**src/sv/led_matrix_sprite_mover_macros.svh**
```systemverilog
// Assertion macros shared by the sprite mover modules.
`ifndef LED_MATRIX_SPRITE_MOVER_MACROS_SVH
`define LED_MATRIX_SPRITE_MOVER_MACROS_SVH

`ifndef SYNTHESIS
`define LMSM_ASSERT_IMP(label, clk, rst, cond, prop) \
   label: assert property (@(posedge clk) disable iff (rst) (cond) |-> (prop)) \
      else $error("assertion failed");
`define LMSM_ASSERT_NXT(label, clk, rst, cond, prop) \
   label: assert property (@(posedge clk) disable iff (rst) (cond) |=> (prop)) \
      else $error("assertion failed");
`else
`define LMSM_ASSERT_IMP(label, clk, rst, cond, prop)
`define LMSM_ASSERT_NXT(label, clk, rst, cond, prop)
`endif

`endif

```
**src/sv/lmsm_pkg.sv**
```systemverilog
// Types and constants of the LED matrix sprite mover.
package lmsm_pkg;

   localparam int PERIOD_W = 10;
   localparam logic [PERIOD_W-1:0] PERIOD_RESET = 10'd100;

   localparam logic [7:0] ROW_BLANK = 8'h00;
   localparam logic [7:0] ROW_RING  = 8'h3C;
   localparam logic [7:0] ROW_HOLE  = 8'h24;
   localparam logic [7:0] COL_LEFT  = 8'h80;
   localparam logic [7:0] COL_RIGHT = 8'h01;

   typedef enum logic [2:0] {
      MS_WAIT    = 3'd0,
      MS_UP      = 3'd1,
      MS_DOWN    = 3'd2,
      MS_LEFT    = 3'd3,
      MS_RIGHT   = 3'd4,
      MS_RELEASE = 3'd5,
      MS_START   = 3'd6
   } mover_state_type;

   typedef struct packed {
      logic up;
      logic down;
      logic left;
      logic right;
   } btn_type;

   typedef struct packed {
      logic    advance;
      btn_type btn;
   } step_type;

   function automatic logic [7:0] init_row(input int unsigned idx);
      logic [7:0] r;
      case (idx)
         1, 3:    r = ROW_RING;
         2:       r = ROW_HOLE;
         default: r = ROW_BLANK;
      endcase
      return r;
   endfunction

endpackage

```
**src/sv/lmsm_mover.sv**
```systemverilog
// Pattern store, mover state machine and run countdown.
`include "led_matrix_sprite_mover_macros.svh"

module lmsm_mover #(
   parameter int ROW_COUNT = 5
) (
   input  logic                             clock,
   input  logic                             reset,
   input  lmsm_pkg::step_type               step,
   input  logic [lmsm_pkg::PERIOD_W-1:0]    move_period,
   output logic [ROW_COUNT-1:0][7:0]        rows_view
);
   import lmsm_pkg::*;

   logic [ROW_COUNT-1:0][7:0] rows_ff, rows_in;
   mover_state_type           state_ff, state_in;
   logic [PERIOD_W-1:0]       count_ff, count_in;
   logic                      run;
   logic                      any_btn;
   logic [7:0]                col_or;

   assign run     = (count_ff == '0);
   assign any_btn = |step.btn;

   always_comb begin
      col_or = '0;
      for (int i = 0; i < ROW_COUNT; i++) begin
         col_or = col_or | rows_ff[i];
      end
   end

   // next state
   always_comb begin
      case (state_ff)
         MS_WAIT: begin
            if (step.btn.up)         state_in = MS_UP;
            else if (step.btn.down)  state_in = MS_DOWN;
            else if (step.btn.left)  state_in = MS_LEFT;
            else if (step.btn.right) state_in = MS_RIGHT;
            else                     state_in = MS_WAIT;
         end
         MS_UP, MS_DOWN, MS_LEFT, MS_RIGHT: state_in = MS_RELEASE;
         MS_RELEASE: state_in = any_btn ? MS_RELEASE : MS_WAIT;
         default: state_in = MS_WAIT;
      endcase
   end

   // pattern shift
   always_comb begin
      rows_in = rows_ff;
      case (state_ff)
         MS_UP: begin
            if (rows_ff[0] == ROW_BLANK) begin
               for (int i = 0; i < ROW_COUNT - 1; i++) rows_in[i] = rows_ff[i+1];
               rows_in[ROW_COUNT-1] = ROW_BLANK;
            end
         end
         MS_DOWN: begin
            if (rows_ff[ROW_COUNT-1] == ROW_BLANK) begin
               for (int i = 1; i < ROW_COUNT; i++) rows_in[i] = rows_ff[i-1];
               rows_in[0] = ROW_BLANK;
            end
         end
         MS_LEFT: begin
            if ((col_or & COL_LEFT) == '0) begin
               for (int i = 0; i < ROW_COUNT; i++) rows_in[i] = {rows_ff[i][6:0], 1'b0};
            end
         end
         MS_RIGHT: begin
            if ((col_or & COL_RIGHT) == '0) begin
               for (int i = 0; i < ROW_COUNT; i++) rows_in[i] = {1'b0, rows_ff[i][7:1]};
            end
         end
         default: rows_in = rows_ff;
      endcase
   end

   assign count_in  = run ? ((move_period == '0) ? '0 : move_period - 1'b1)
                          : count_ff - 1'b1;
   assign rows_view = run ? rows_in : rows_ff;

   always_ff @(posedge clock) begin
      if (reset) begin
         for (int i = 0; i < ROW_COUNT; i++) rows_ff[i] <= init_row(i);
         state_ff <= MS_START;
         count_ff <= '0;
      end else if (step.advance) begin
         count_ff <= count_in;
         if (run) begin
            state_ff <= state_in;
            rows_ff  <= rows_in;
         end
      end
   end

   `LMSM_ASSERT_NXT(a_release_holds, clock, reset,
      step.advance && run && state_ff == MS_RELEASE && any_btn, state_ff == MS_RELEASE)
   `LMSM_ASSERT_NXT(a_idle_keeps, clock, reset,
      !step.advance, $stable(rows_ff) && $stable(state_ff) && $stable(count_ff))
   `LMSM_ASSERT_NXT(a_wait_no_btn, clock, reset,
      step.advance && run && state_ff == MS_WAIT && !any_btn, state_ff == MS_WAIT)

endmodule

```
**src/sv/lmsm_scan.sv**
```systemverilog
// Row scan index and registered display bytes.
`include "led_matrix_sprite_mover_macros.svh"

module lmsm_scan #(
   parameter int ROW_COUNT = 5
) (
   input  logic                      clock,
   input  logic                      reset,
   input  logic                      advance,
   input  logic [ROW_COUNT-1:0][7:0] rows_view,
   output logic [7:0]                column_byte,
   output logic [7:0]                select_byte,
   output logic [2:0]                scan_row
);
   import lmsm_pkg::*;

   localparam int IDX_W = (ROW_COUNT > 1) ? $clog2(ROW_COUNT) : 1;

   logic [IDX_W-1:0] idx_ff, idx_in;
   logic [7:0]       column_ff, column_in;
   logic [7:0]       select_ff, select_in;
   logic [2:0]       row_ff, row_in;
   logic [7:0]       sel_raw;

   function automatic logic [7:0] inv_swap(input logic [7:0] v);
      return ~{v[3:0], v[7:4]};
   endfunction

   assign idx_in    = (idx_ff == IDX_W'(ROW_COUNT - 1)) ? '0 : idx_ff + 1'b1;
   assign sel_raw   = (32'(idx_ff) < 8) ? ~(8'd1 << idx_ff) : 8'hFF;
   assign column_in = inv_swap(rows_view[idx_ff]);
   assign select_in = inv_swap(sel_raw);
   assign row_in    = 3'(idx_ff);

   always_ff @(posedge clock) begin
      if (reset) begin
         idx_ff <= '0;
      end else if (advance) begin
         idx_ff <= idx_in;
      end
   end

   always_ff @(posedge clock) begin
      if (advance) begin
         column_ff <= column_in;
         select_ff <= select_in;
         row_ff    <= row_in;
      end
   end

   assign column_byte = column_ff;
   assign select_byte = select_ff;
   assign scan_row    = row_ff;

   `LMSM_ASSERT_IMP(a_idx_range, clock, reset, 1'b1, 32'(idx_ff) < ROW_COUNT)
   `LMSM_ASSERT_NXT(a_idx_wrap, clock, reset,
      advance && idx_ff == IDX_W'(ROW_COUNT - 1), idx_ff == '0)
   `LMSM_ASSERT_NXT(a_row_follow, clock, reset, advance, row_ff == $past(row_in))

endmodule

```
**src/sv/led_matrix_sprite_mover.sv**
```systemverilog
// An accepted req item goes through the input register, then the result register, to its rsp item.
// Throughput: one item per cycle when rsp is not stalled, through a two-deep pipeline.
// The mover runs on the first item after reset and then every move_period items.
// Reset: synchronous, active high; pattern returns to its start image, mover to start,
// scan index and run countdown to zero, move_period to 100.
`include "led_matrix_sprite_mover_macros.svh"

module led_matrix_sprite_mover #(
   parameter int ROW_COUNT = 5
) (
   input  logic        clock,
   input  logic        reset,
   input  logic        req_tvalid,
   output logic        req_tready,
   input  logic [7:0]  req_tdata,   // btn_up[0], btn_down[1], btn_left[2], btn_right[3], [7:4] unused
   output logic        rsp_tvalid,
   input  logic        rsp_tready,
   output logic [23:0] rsp_tdata,   // column_byte[7:0], select_byte[15:8], scan_row[18:16]
   input  logic        csr_wen,
   input  logic [9:0]  csr_wdata    // move_period
);
   import lmsm_pkg::*;

   logic                      in_valid_ff;
   btn_type                   in_btn_ff;
   logic                      rsp_valid_ff;
   logic [PERIOD_W-1:0]       period_ff;
   logic                      advance;
   step_type                  step;
   logic [ROW_COUNT-1:0][7:0] rows_view;
   logic [7:0]                column_byte;
   logic [7:0]                select_byte;
   logic [2:0]                scan_row;

   assign advance    = in_valid_ff && (!rsp_valid_ff || rsp_tready);
   assign req_tready = !in_valid_ff || advance;

   assign step.advance = advance;
   assign step.btn     = in_btn_ff;

   always_ff @(posedge clock) begin
      if (reset) begin
         in_valid_ff  <= 1'b0;
         rsp_valid_ff <= 1'b0;
         period_ff    <= PERIOD_RESET;
      end else begin
         if (req_tready) in_valid_ff <= req_tvalid;
         if (advance) rsp_valid_ff <= 1'b1;
         else if (rsp_tready) rsp_valid_ff <= 1'b0;
         if (csr_wen) period_ff <= csr_wdata;
      end
   end

   always_ff @(posedge clock) begin
      if (req_tvalid && req_tready) begin
         in_btn_ff.up    <= req_tdata[0];
         in_btn_ff.down  <= req_tdata[1];
         in_btn_ff.left  <= req_tdata[2];
         in_btn_ff.right <= req_tdata[3];
      end
   end

   lmsm_mover #(.ROW_COUNT(ROW_COUNT)) u_mover (
      .clock       (clock),
      .reset       (reset),
      .step        (step),
      .move_period (period_ff),
      .rows_view   (rows_view)
   );

   lmsm_scan #(.ROW_COUNT(ROW_COUNT)) u_scan (
      .clock       (clock),
      .reset       (reset),
      .advance     (advance),
      .rows_view   (rows_view),
      .column_byte (column_byte),
      .select_byte (select_byte),
      .scan_row    (scan_row)
   );

   assign rsp_tvalid = rsp_valid_ff;
   assign rsp_tdata  = {5'b0, scan_row, select_byte, column_byte};

   `LMSM_ASSERT_NXT(a_adv_gives_rsp, clock, reset, advance, rsp_tvalid)
   `LMSM_ASSERT_NXT(a_in_held, clock, reset,
      in_valid_ff && !advance, in_valid_ff && $stable(in_btn_ff))
   `LMSM_ASSERT_IMP(a_no_overrun, clock, reset,
      rsp_valid_ff && !rsp_tready, !advance)

endmodule

```
**config.mk**
```make
export PLATFORM = sky130hd
export DESIGN_NAME = led_matrix_sprite_mover
export DESIGN_NICKNAME = d
export VERILOG_FILES = /design/src/sv/lmsm_pkg.sv /design/src/sv/lmsm_mover.sv /design/src/sv/lmsm_scan.sv /design/src/sv/led_matrix_sprite_mover.sv
export VERILOG_INCLUDE_DIRS = /design/src /design/src/sv
export SDC_FILE = /design/constraint.sdc
export NUM_CORES = 1
export LEC_CHECK = 0
export ABC_AREA = 1
export BUFFER_PORTS_ARGS = -buffer_cell sky130_fd_sc_hd__buf_2
export CORE_MARGIN = 8
export CORE_UTILIZATION = 57
export DETAILED_ROUTE_END_ITERATION = 8
export MAX_ROUTING_LAYER = met4
export PLACE_DENSITY_LB_ADDON = 0.3
export SYNTH_ARGS = -nofsm -noshare
export SYNTH_HDL_FRONTEND = slang
export SYNTH_SLANG_ARGS = --single-unit
```
**constraint.sdc**
```tcl
create_clock -name clock -period 2.86 [get_ports clock]
set_clock_uncertainty 0.1 [all_clocks]
set_input_delay 0.143 -clock clock [delete_from_list [all_inputs] [get_ports clock]]
set_output_delay 0.143 -clock clock [all_outputs]
set_load 0.02 [all_outputs]
```
**Yosys cells after proc, flatten, opt, wreduce, memory -nomap -nowiden**

Cells that the tools add are included.

- Register bits: 91
- Latch bits: 0
- Bits in writable memories: 0
- Bits in read-only memories: 0
- Input port bits: 23
- Output and inout port bits: 26
- Word-level logic and storage cells: 72
- Memories: 0

- $add $sub $neg: 3
- Multipliers: 0
- Divide/modulo/power cells: 0
- Order comparisons: 1
- Equal/unequal tests: 6
- Shift-type cells: 1
- Muxes and demuxes: 19
- Bitwise gates (word level): 7
- Reductions and logical operators: 17

Operators by type and width:

| cell | number |
|---|---|
| $mux W40 | 5 |
| $pmux W40 S4 | 1 |
| $logic_not A8 Y1 | 4 |
| $or A8 B8 Y8 | 4 |
| $bmux W8 S3 | 1 |
| $not A8 Y8 | 3 |
| $logic_not A10 Y1 | 2 |
| $mux W10 | 2 |
| $sub A10 B1 Y10 const B | 2 |
| $mux W3 | 6 |
| $eq A3 B3 Y1 const B | 3 |
| $pmux W3 S3 | 1 |
| $mux W8 | 1 |
| $reduce_or A4 Y1 | 2 |
| $shl A1 B3 Y8 const A | 1 |
| $eq A3 B2 Y1 const B | 2 |
| $lt A3 B4 Y1 const B | 1 |
| $add A3 B1 Y3 const B | 1 |
| $eq A3 B1 Y1 const B | 1 |
| $logic_not A3 Y1 | 1 |
| $logic_and A1 B1 Y1 | 2 |
| $logic_not A1 Y1 | 2 |
| $logic_or A1 B1 Y1 | 2 |
| $mux W1 | 2 |
| 2 further kinds | 2 |

**Longest topological paths before layout**

- Word-level depth: 11
- Depth in mapped cells: 14
- Gate-level depth less buffers: 13

**By module**

From an unflattened synthesis, not the netlist that was laid out.

- Cell total of the unflattened synthesis: 1017
- Area, all modules: 6373.6 um2

Modules (own cells, without submodules):

| module | instances | cells each | area each (um2) | sequential area each (um2) |
|---|---|---|---|---|
| lmsm_mover | 1 | 803 | 4491.8 | 1061.0 |
| lmsm_scan | 1 | 149 | 1244.9 | 630.6 |
| led_matrix_sprite_mover | 1 | 65 | 636.9 | 360.3 |

**Least setup slack after synthesis**

Ideal clock, no wire load.

- Path type: reg2reg
- Start point: register u_mover.count_ff[0]
- End point: register u_scan.column_ff[1] (netlist: u_scan.column_byte[1]) (data pin)
- Library setup time: 257 ps
- Arrival: 1669 ps
- Required time: 2503 ps
- Slack: 834 ps
- Stages on the path, launching flop included: 13
- Path buffers: 1
- Period minus slack after synthesis: 2026 ps
- Cell sequence: dfxtp_1 > inv_1 > ha_1 > nand2_1 > nor2_1 > nand3_2 > nor2_4 > buf_2 > o21ai_0 > nand2_1 > nand2_1 > nand3_1 > a21oi_1

- Cells in the longest elaborated chain, start to end: 5

RTL lines:

| element | RTL line | source |
|---|---|---|
| start: declaration | lmsm_mover.sv:17 | `logic [PERIOD_W-1:0] count_ff, count_in;` |
| start signal: assignment | lmsm_mover.sv:88 | `count_ff <= count_in;` |
| $logic_not A10 Y1 | lmsm_mover.sv:22 | `assign run = (count_ff == '0);` |
| $mux W40 | - |  |
| $bmux W8 S3 | lmsm_scan.sv:31 | `assign column_in = inv_swap(rows_view[idx_ff]);` |
| $mux W8 (implied by the code) | lmsm_scan.sv:31 |  |
| $not A8 Y8 | lmsm_scan.sv:26 | `return ~{v[3:0], v[7:4]};` |
| via u_scan.column_in[1] | lmsm_scan.sv:20 | `logic [7:0] column_ff, column_in;` |
| end signal: assignment | lmsm_scan.sv:45 | `column_ff <= column_in;` |
| end: declaration | lmsm_scan.sv:20 |  |

The timed path passes the listed nets, and every way through them passes these cells. The select of a mux whose other input is x is not followed.
A chain may end at the register's enable or synchronous reset.

**Final worst setup path**

- Start point: register u_mover.state_ff[0]
- End point: register u_scan.column_ff[7] (netlist: u_scan.column_byte[7]) (data pin)

- Cells in the longest elaborated chain, start to end: 6
- Elaborated cells between the ends (all ways): 9
- Classes of those cells: eq/ne: 4; mux: 4; bitwise: 1

RTL lines:

| element | RTL line | source |
|---|---|---|
| start: declaration | lmsm_mover.sv:16 | `mover_state_type state_ff, state_in;` |
| start signal: assignment | lmsm_mover.sv:90 | `state_ff <= state_in;` |
| $eq A3 B3 Y1 (tied with other cells) | lmsm_mover.sv:51 | `case (state_ff)` |
| $pmux W40 S4 * | lmsm_mover.sv:51 |  |
| $mux W40 * | - |  |
| $bmux W8 S3 * | lmsm_scan.sv:31 |  |
| $mux W8 (implied by the code) * | lmsm_scan.sv:31 |  |
| $not A8 Y8 * | lmsm_scan.sv:26 |  |
| via u_scan.column_in[7] | lmsm_scan.sv:20 |  |

Mark *: on every way through the listed nets, which the timed path passes. The rest lies on a longest branch. The select of a mux whose other input is x is not followed.

==> reports/summary.log <==
INFO  status         run_status=completed
INFO  timing         hold_viol=0
INFO  timing         report.final.slew_viol_count=0
INFO  die            floorplan.die.width=118.5um
INFO  hold_path      min_from=csr_wen
INFO  yosys          ys_top_cells_by_area=sky130_fd_sc_hd__dfxtp_1 (23%), sky130_fd_sc_hd__nand2_1 (13%), sky130_fd_sc_hd__edfxtp_1 (12%)
INFO  yosys          synth_cell_type_count=43
INFO  clock_network  tritoncts=built
INFO  worst_setup_path worst-endpoint-arrival=2.56ns
INFO  die            number_of_placement_rows=37
INFO  worst_setup_path worstPathMaxFanout=18
INFO  route          drt-initial-drc-count=838
INFO  place          dpl_cell_area=6320squm
INFO  power_and_ir_drop cellInternalPower=0.002019W
INFO  route          vias_per_cell=5.754
INFO  worst_setup_path crit_end_category=flop
INFO  timing         worst_slew_pin_slew=0.7623ns
INFO  yosys          postSynth.asyncResetShare=0
INFO  timing         slew-limit-headroom=0.4899
INFO  clock_network  clkLatencyLatePin=0.38ns
INFO  route          postRouteAntennaNets=0
INFO  clock_network  cts_sinks=91
INFO  timing         fin_tns_setup=0ns
INFO  hold_path      min_path_type=primary input to flop
INFO  timing         setup_viol=0
INFO  die            io_pins=49
INFO  die            design.die.area=14,050squm
INFO  yosys          synth_largest_type_area_fraction=0.2271
INFO  yosys          synth.yosys.seq_area_share=0.3424
INFO  global_route   grt_antenna_before_repair=0
INFO  yosys          synth_enable_flop_cells=23
INFO  route          detail_route.wl_per_cell=16.23um
INFO  power_and_ir_drop p_per_area=476.6nW/um^2
INFO  worst_setup_path r2r_slack=0.33ns
INFO  layout         synthToLayoutAreaGrowth=12.03%
INFO  timing         grt_setup_unrepaired=false
INFO  global_route   grt_first_pass_wirelength=29.06mm
INFO  layout         layout.nets=999
INFO  yosys          syn-instance-count=915
INFO  clock_network  ctsLongestPathBuffers=2
INFO  route          routed_wl=18.00mm
INFO  timing         finalWorstPathRequiredPeriod=2.526ns
INFO  place          gp_congestion=0.9988
INFO  yosys          mappedNetlistArea=5993squm
INFO  die            start_util=0.5832
INFO  layout         layout.core_utilization=0.6533
INFO  yosys          synth_ff_type=sky130_fd_sc_hd__dfxtp_1
INFO  place          dp.final_hpwl=12.14mm
INFO  clock_network  cts-buffers-inserted=9
INFO  layout         final_design_area_no_fill=6714squm
INFO  global_route   vias_in_the_first_global_route=5,939
INFO  yosys          synthesis.area_per_instance=6.550squm
INFO  clock_network  htree_num_levels=3
INFO  yosys          synth_top_area_cell=sky130_fd_sc_hd__dfxtp_1
INFO  die            core=10,280squm
INFO  flow_run       max_cap_viol_count=0
INFO  power_and_ir_drop share_seq_of_total_power=0.471
INFO  timing         fmax=395.9MHz
INFO  power_and_ir_drop clockPowerShare=0.266
INFO  power_and_ir_drop peak_supply_drop=0.0004380V
INFO  route          drtPass1Iterations=5
INFO  global_route   grt_usage=0.2588
INFO  clock_network  cts.clk_slew.worst_paths=0.10ns
INFO  worst_setup_path path_class=flop to flop
INFO  power_and_ir_drop netSwitchingPower=0.001182W
INFO  layout         antennaDiodeCount=0
INFO  worst_setup_path critical_path.startpoint=u_mover.state_ff[0]$_SDFFE_PP0P_
INFO  power_and_ir_drop leakage=3.064nW
INFO  power_and_ir_drop p_comb_frac=0.262
INFO  yosys          yosys_register_bits=91
INFO  place          port-buffer-count=39
INFO  yosys          synthesis.yosys.warnings=0
INFO  global_route   grt_start_max_net_pins=83
INFO  layout         final.fill_count=941
INFO  route          vias=6,381
INFO  power_and_ir_drop netSwitchingFraction=0.3692
INFO  die            chipHeight=118.5um
INFO  clock_network  cts-root-buf=sky130_fd_sc_hd__clkbuf_8
INFO  worst_setup_path r2r-start=u_mover.state_ff[0]$_SDFFE_PP0P_
INFO  clock_network  post_cts_repair_timing_setup_buffer_count=0
INFO  worst_setup_path start_kind=flop
INFO  layout         post_route_cells_drive_above_1_share=0.1264
INFO  clock_network  cts_resized=0
INFO  worst_setup_path critical_path_required=2.89ns
INFO  route          drcViolationCount=0
INFO  timing         final_min_period_over_clock_period=0.8832
INFO  global_route   globalRouteOverflowTotal=0
## layer usage
layer,GRT usage,vias up,share of wire
met1,0.3128,2841,0.40
li1,-,3120,-
met3,0.04664,63,0.099
met2,0.4076,357,0.46
met5,-,-,0
met4,0.1296,0,0.041
## flip-flops by register name, indices dropped and copies added, names as in the netlist
register	count
u_mover.state_ff	3
in_valid_ff	1
u_mover.count_ff	10
in_btn_ff	4
u_scan.idx_ff	3
u_scan.scan_row	3
period_ff	10
u_mover.rows_ff	40
u_scan.select_byte	8
u_scan.column_byte	8
rsp_tvalid	1
## power groups by stage
stage	registers, W	logic (W)	clock network, W
finish	0.00151	0.000840	0.000852
global route	0.00152	0.000929	0.000897
CTS	0.00150	0.000819	0.000858
detailed placement	0.00153	0.000794	0
global placement	0.00153	0.000781	0
floorplan	0.00152	0.000567	0
## through the flow
step                      cells  setup WS (ns)  hold WS (ns)  power [W]
after global routing       1109         0.1129       0.07711   0.003343
after CTS                  1109         0.3815       0.04115   0.003180
final                      1109         0.3342       0.06511   0.003200
after global placement     1072         0.4289        0.2197   0.002312
after floorplan             919         0.8341        0.1419   0.002092
after detailed placement   1072         0.3989        0.2211   0.002326
## timing repair
item / CTS / global route
hold buffers: 21 / 0
endpoints found under the hold margin: 16 / 0
endpoints found under the setup margin: 0 / 0
## placed cells by master, fill, tap and decap left out, types with 5 or more instances in the layout
cell type and count:
sky130_fd_sc_hd__buf_2 39, sky130_fd_sc_hd__nand4_1 10, sky130_fd_sc_hd__nand2_2 13, sky130_fd_sc_hd__nor2_2 7, sky130_fd_sc_hd__o211ai_1 21, sky130_fd_sc_hd__nand3_1 117, sky130_fd_sc_hd__a31oi_1 5, sky130_fd_sc_hd__inv_2 6
sky130_fd_sc_hd__clkbuf_8 9, sky130_fd_sc_hd__o21ai_0 68, sky130_fd_sc_hd__o22ai_1 8, sky130_fd_sc_hd__conb_1 5, sky130_fd_sc_hd__dfxtp_1 68, sky130_fd_sc_hd__nand2_1 211, sky130_fd_sc_hd__ha_1 8, sky130_fd_sc_hd__xor2_1 5
sky130_fd_sc_hd__dlygate4sd3_1 21, sky130_fd_sc_hd__o21ai_1 11, sky130_fd_sc_hd__nor2_1 88, sky130_fd_sc_hd__buf_4 23, sky130_fd_sc_hd__edfxtp_1 23, sky130_fd_sc_hd__a21oi_1 59, sky130_fd_sc_hd__inv_1 108
## worst max-delay path, stage by stage, from the launching register on
cell	delay (ns)
sky130_fd_sc_hd__dfxtp_1	0.50
sky130_fd_sc_hd__nand2_2	0.14
sky130_fd_sc_hd__nor2_4	0.32
sky130_fd_sc_hd__inv_1	0.10
sky130_fd_sc_hd__nor2_1	0.18
sky130_fd_sc_hd__nor2_2	0.06
sky130_fd_sc_hd__nand3_2	0.10
sky130_fd_sc_hd__buf_4	0.30
sky130_fd_sc_hd__nand2_2	0.08
sky130_fd_sc_hd__nand3_1	0.09
sky130_fd_sc_hd__nand2_1	0.10
sky130_fd_sc_hd__nor2_1	0.12
sky130_fd_sc_hd__a21oi_1	0.08
## cell type report
type                       count  area, sq um  area share
clock buffer                   9        123.9     0.01845
clock inverter                 7        60.06    0.008945
inverter                     117        446.7     0.06653
multi-input combinational    665         3263      0.4860
sequential                    91         2052      0.3056
tap                          136        170.2     0.02534
timing repair buffer          84        598.1     0.08908
## cell usage after synthesis (3+ instances only)
cell                       instances
sky130_fd_sc_hd__nand2_1         211
sky130_fd_sc_hd__nand3_1         117
sky130_fd_sc_hd__inv_1           108
sky130_fd_sc_hd__nor2_1           88
sky130_fd_sc_hd__dfxtp_1          68
sky130_fd_sc_hd__o21ai_0          68
sky130_fd_sc_hd__a21oi_1          59
sky130_fd_sc_hd__edfxtp_1         23
sky130_fd_sc_hd__o211ai_1         21
sky130_fd_sc_hd__clkbuf_1         17
sky130_fd_sc_hd__buf_2            13
sky130_fd_sc_hd__nand2_2          13
sky130_fd_sc_hd__o21ai_1          11
sky130_fd_sc_hd__nand4_1          10
sky130_fd_sc_hd__ha_1              8
sky130_fd_sc_hd__o22ai_1           8
sky130_fd_sc_hd__nor2_2            7
sky130_fd_sc_hd__inv_2             6
sky130_fd_sc_hd__a31oi_1           5
sky130_fd_sc_hd__buf_1             5
sky130_fd_sc_hd__buf_4             5
sky130_fd_sc_hd__buf_6             5
sky130_fd_sc_hd__xor2_1            5
sky130_fd_sc_hd__a22oi_1           3
sky130_fd_sc_hd__inv_4             3
sky130_fd_sc_hd__nand3_2           3
sky130_fd_sc_hd__nor2_4            3
## logic make-up after synthesis
| kind of cell | synth area share |
|---|---|
| xor gates and xnor gates | 0.007307 |
| DFF | 0.3424 |
| and+or+nand+nor | 0.3461 |
| buffers and inverters | 0.1157 |
| adders and majority gates | 0.01670 |
| AOI/OAI and AO/OA | 0.1712 |
| other | 0.0006257 |
## final timing paths
kind,endpoint,cells past startpoint
setup / recovery,u_scan.column_byte[7]$_DFFE_PP_,12
setup reg to reg,u_scan.column_byte[7]$_DFFE_PP_,12
hold reg to reg,u_mover.count_ff[2]$_SDFFE_PP0P_,2
hold / removal,period_ff[8]$_SDFFE_PP0P_,3
Power figures use the tool's default switching activity.
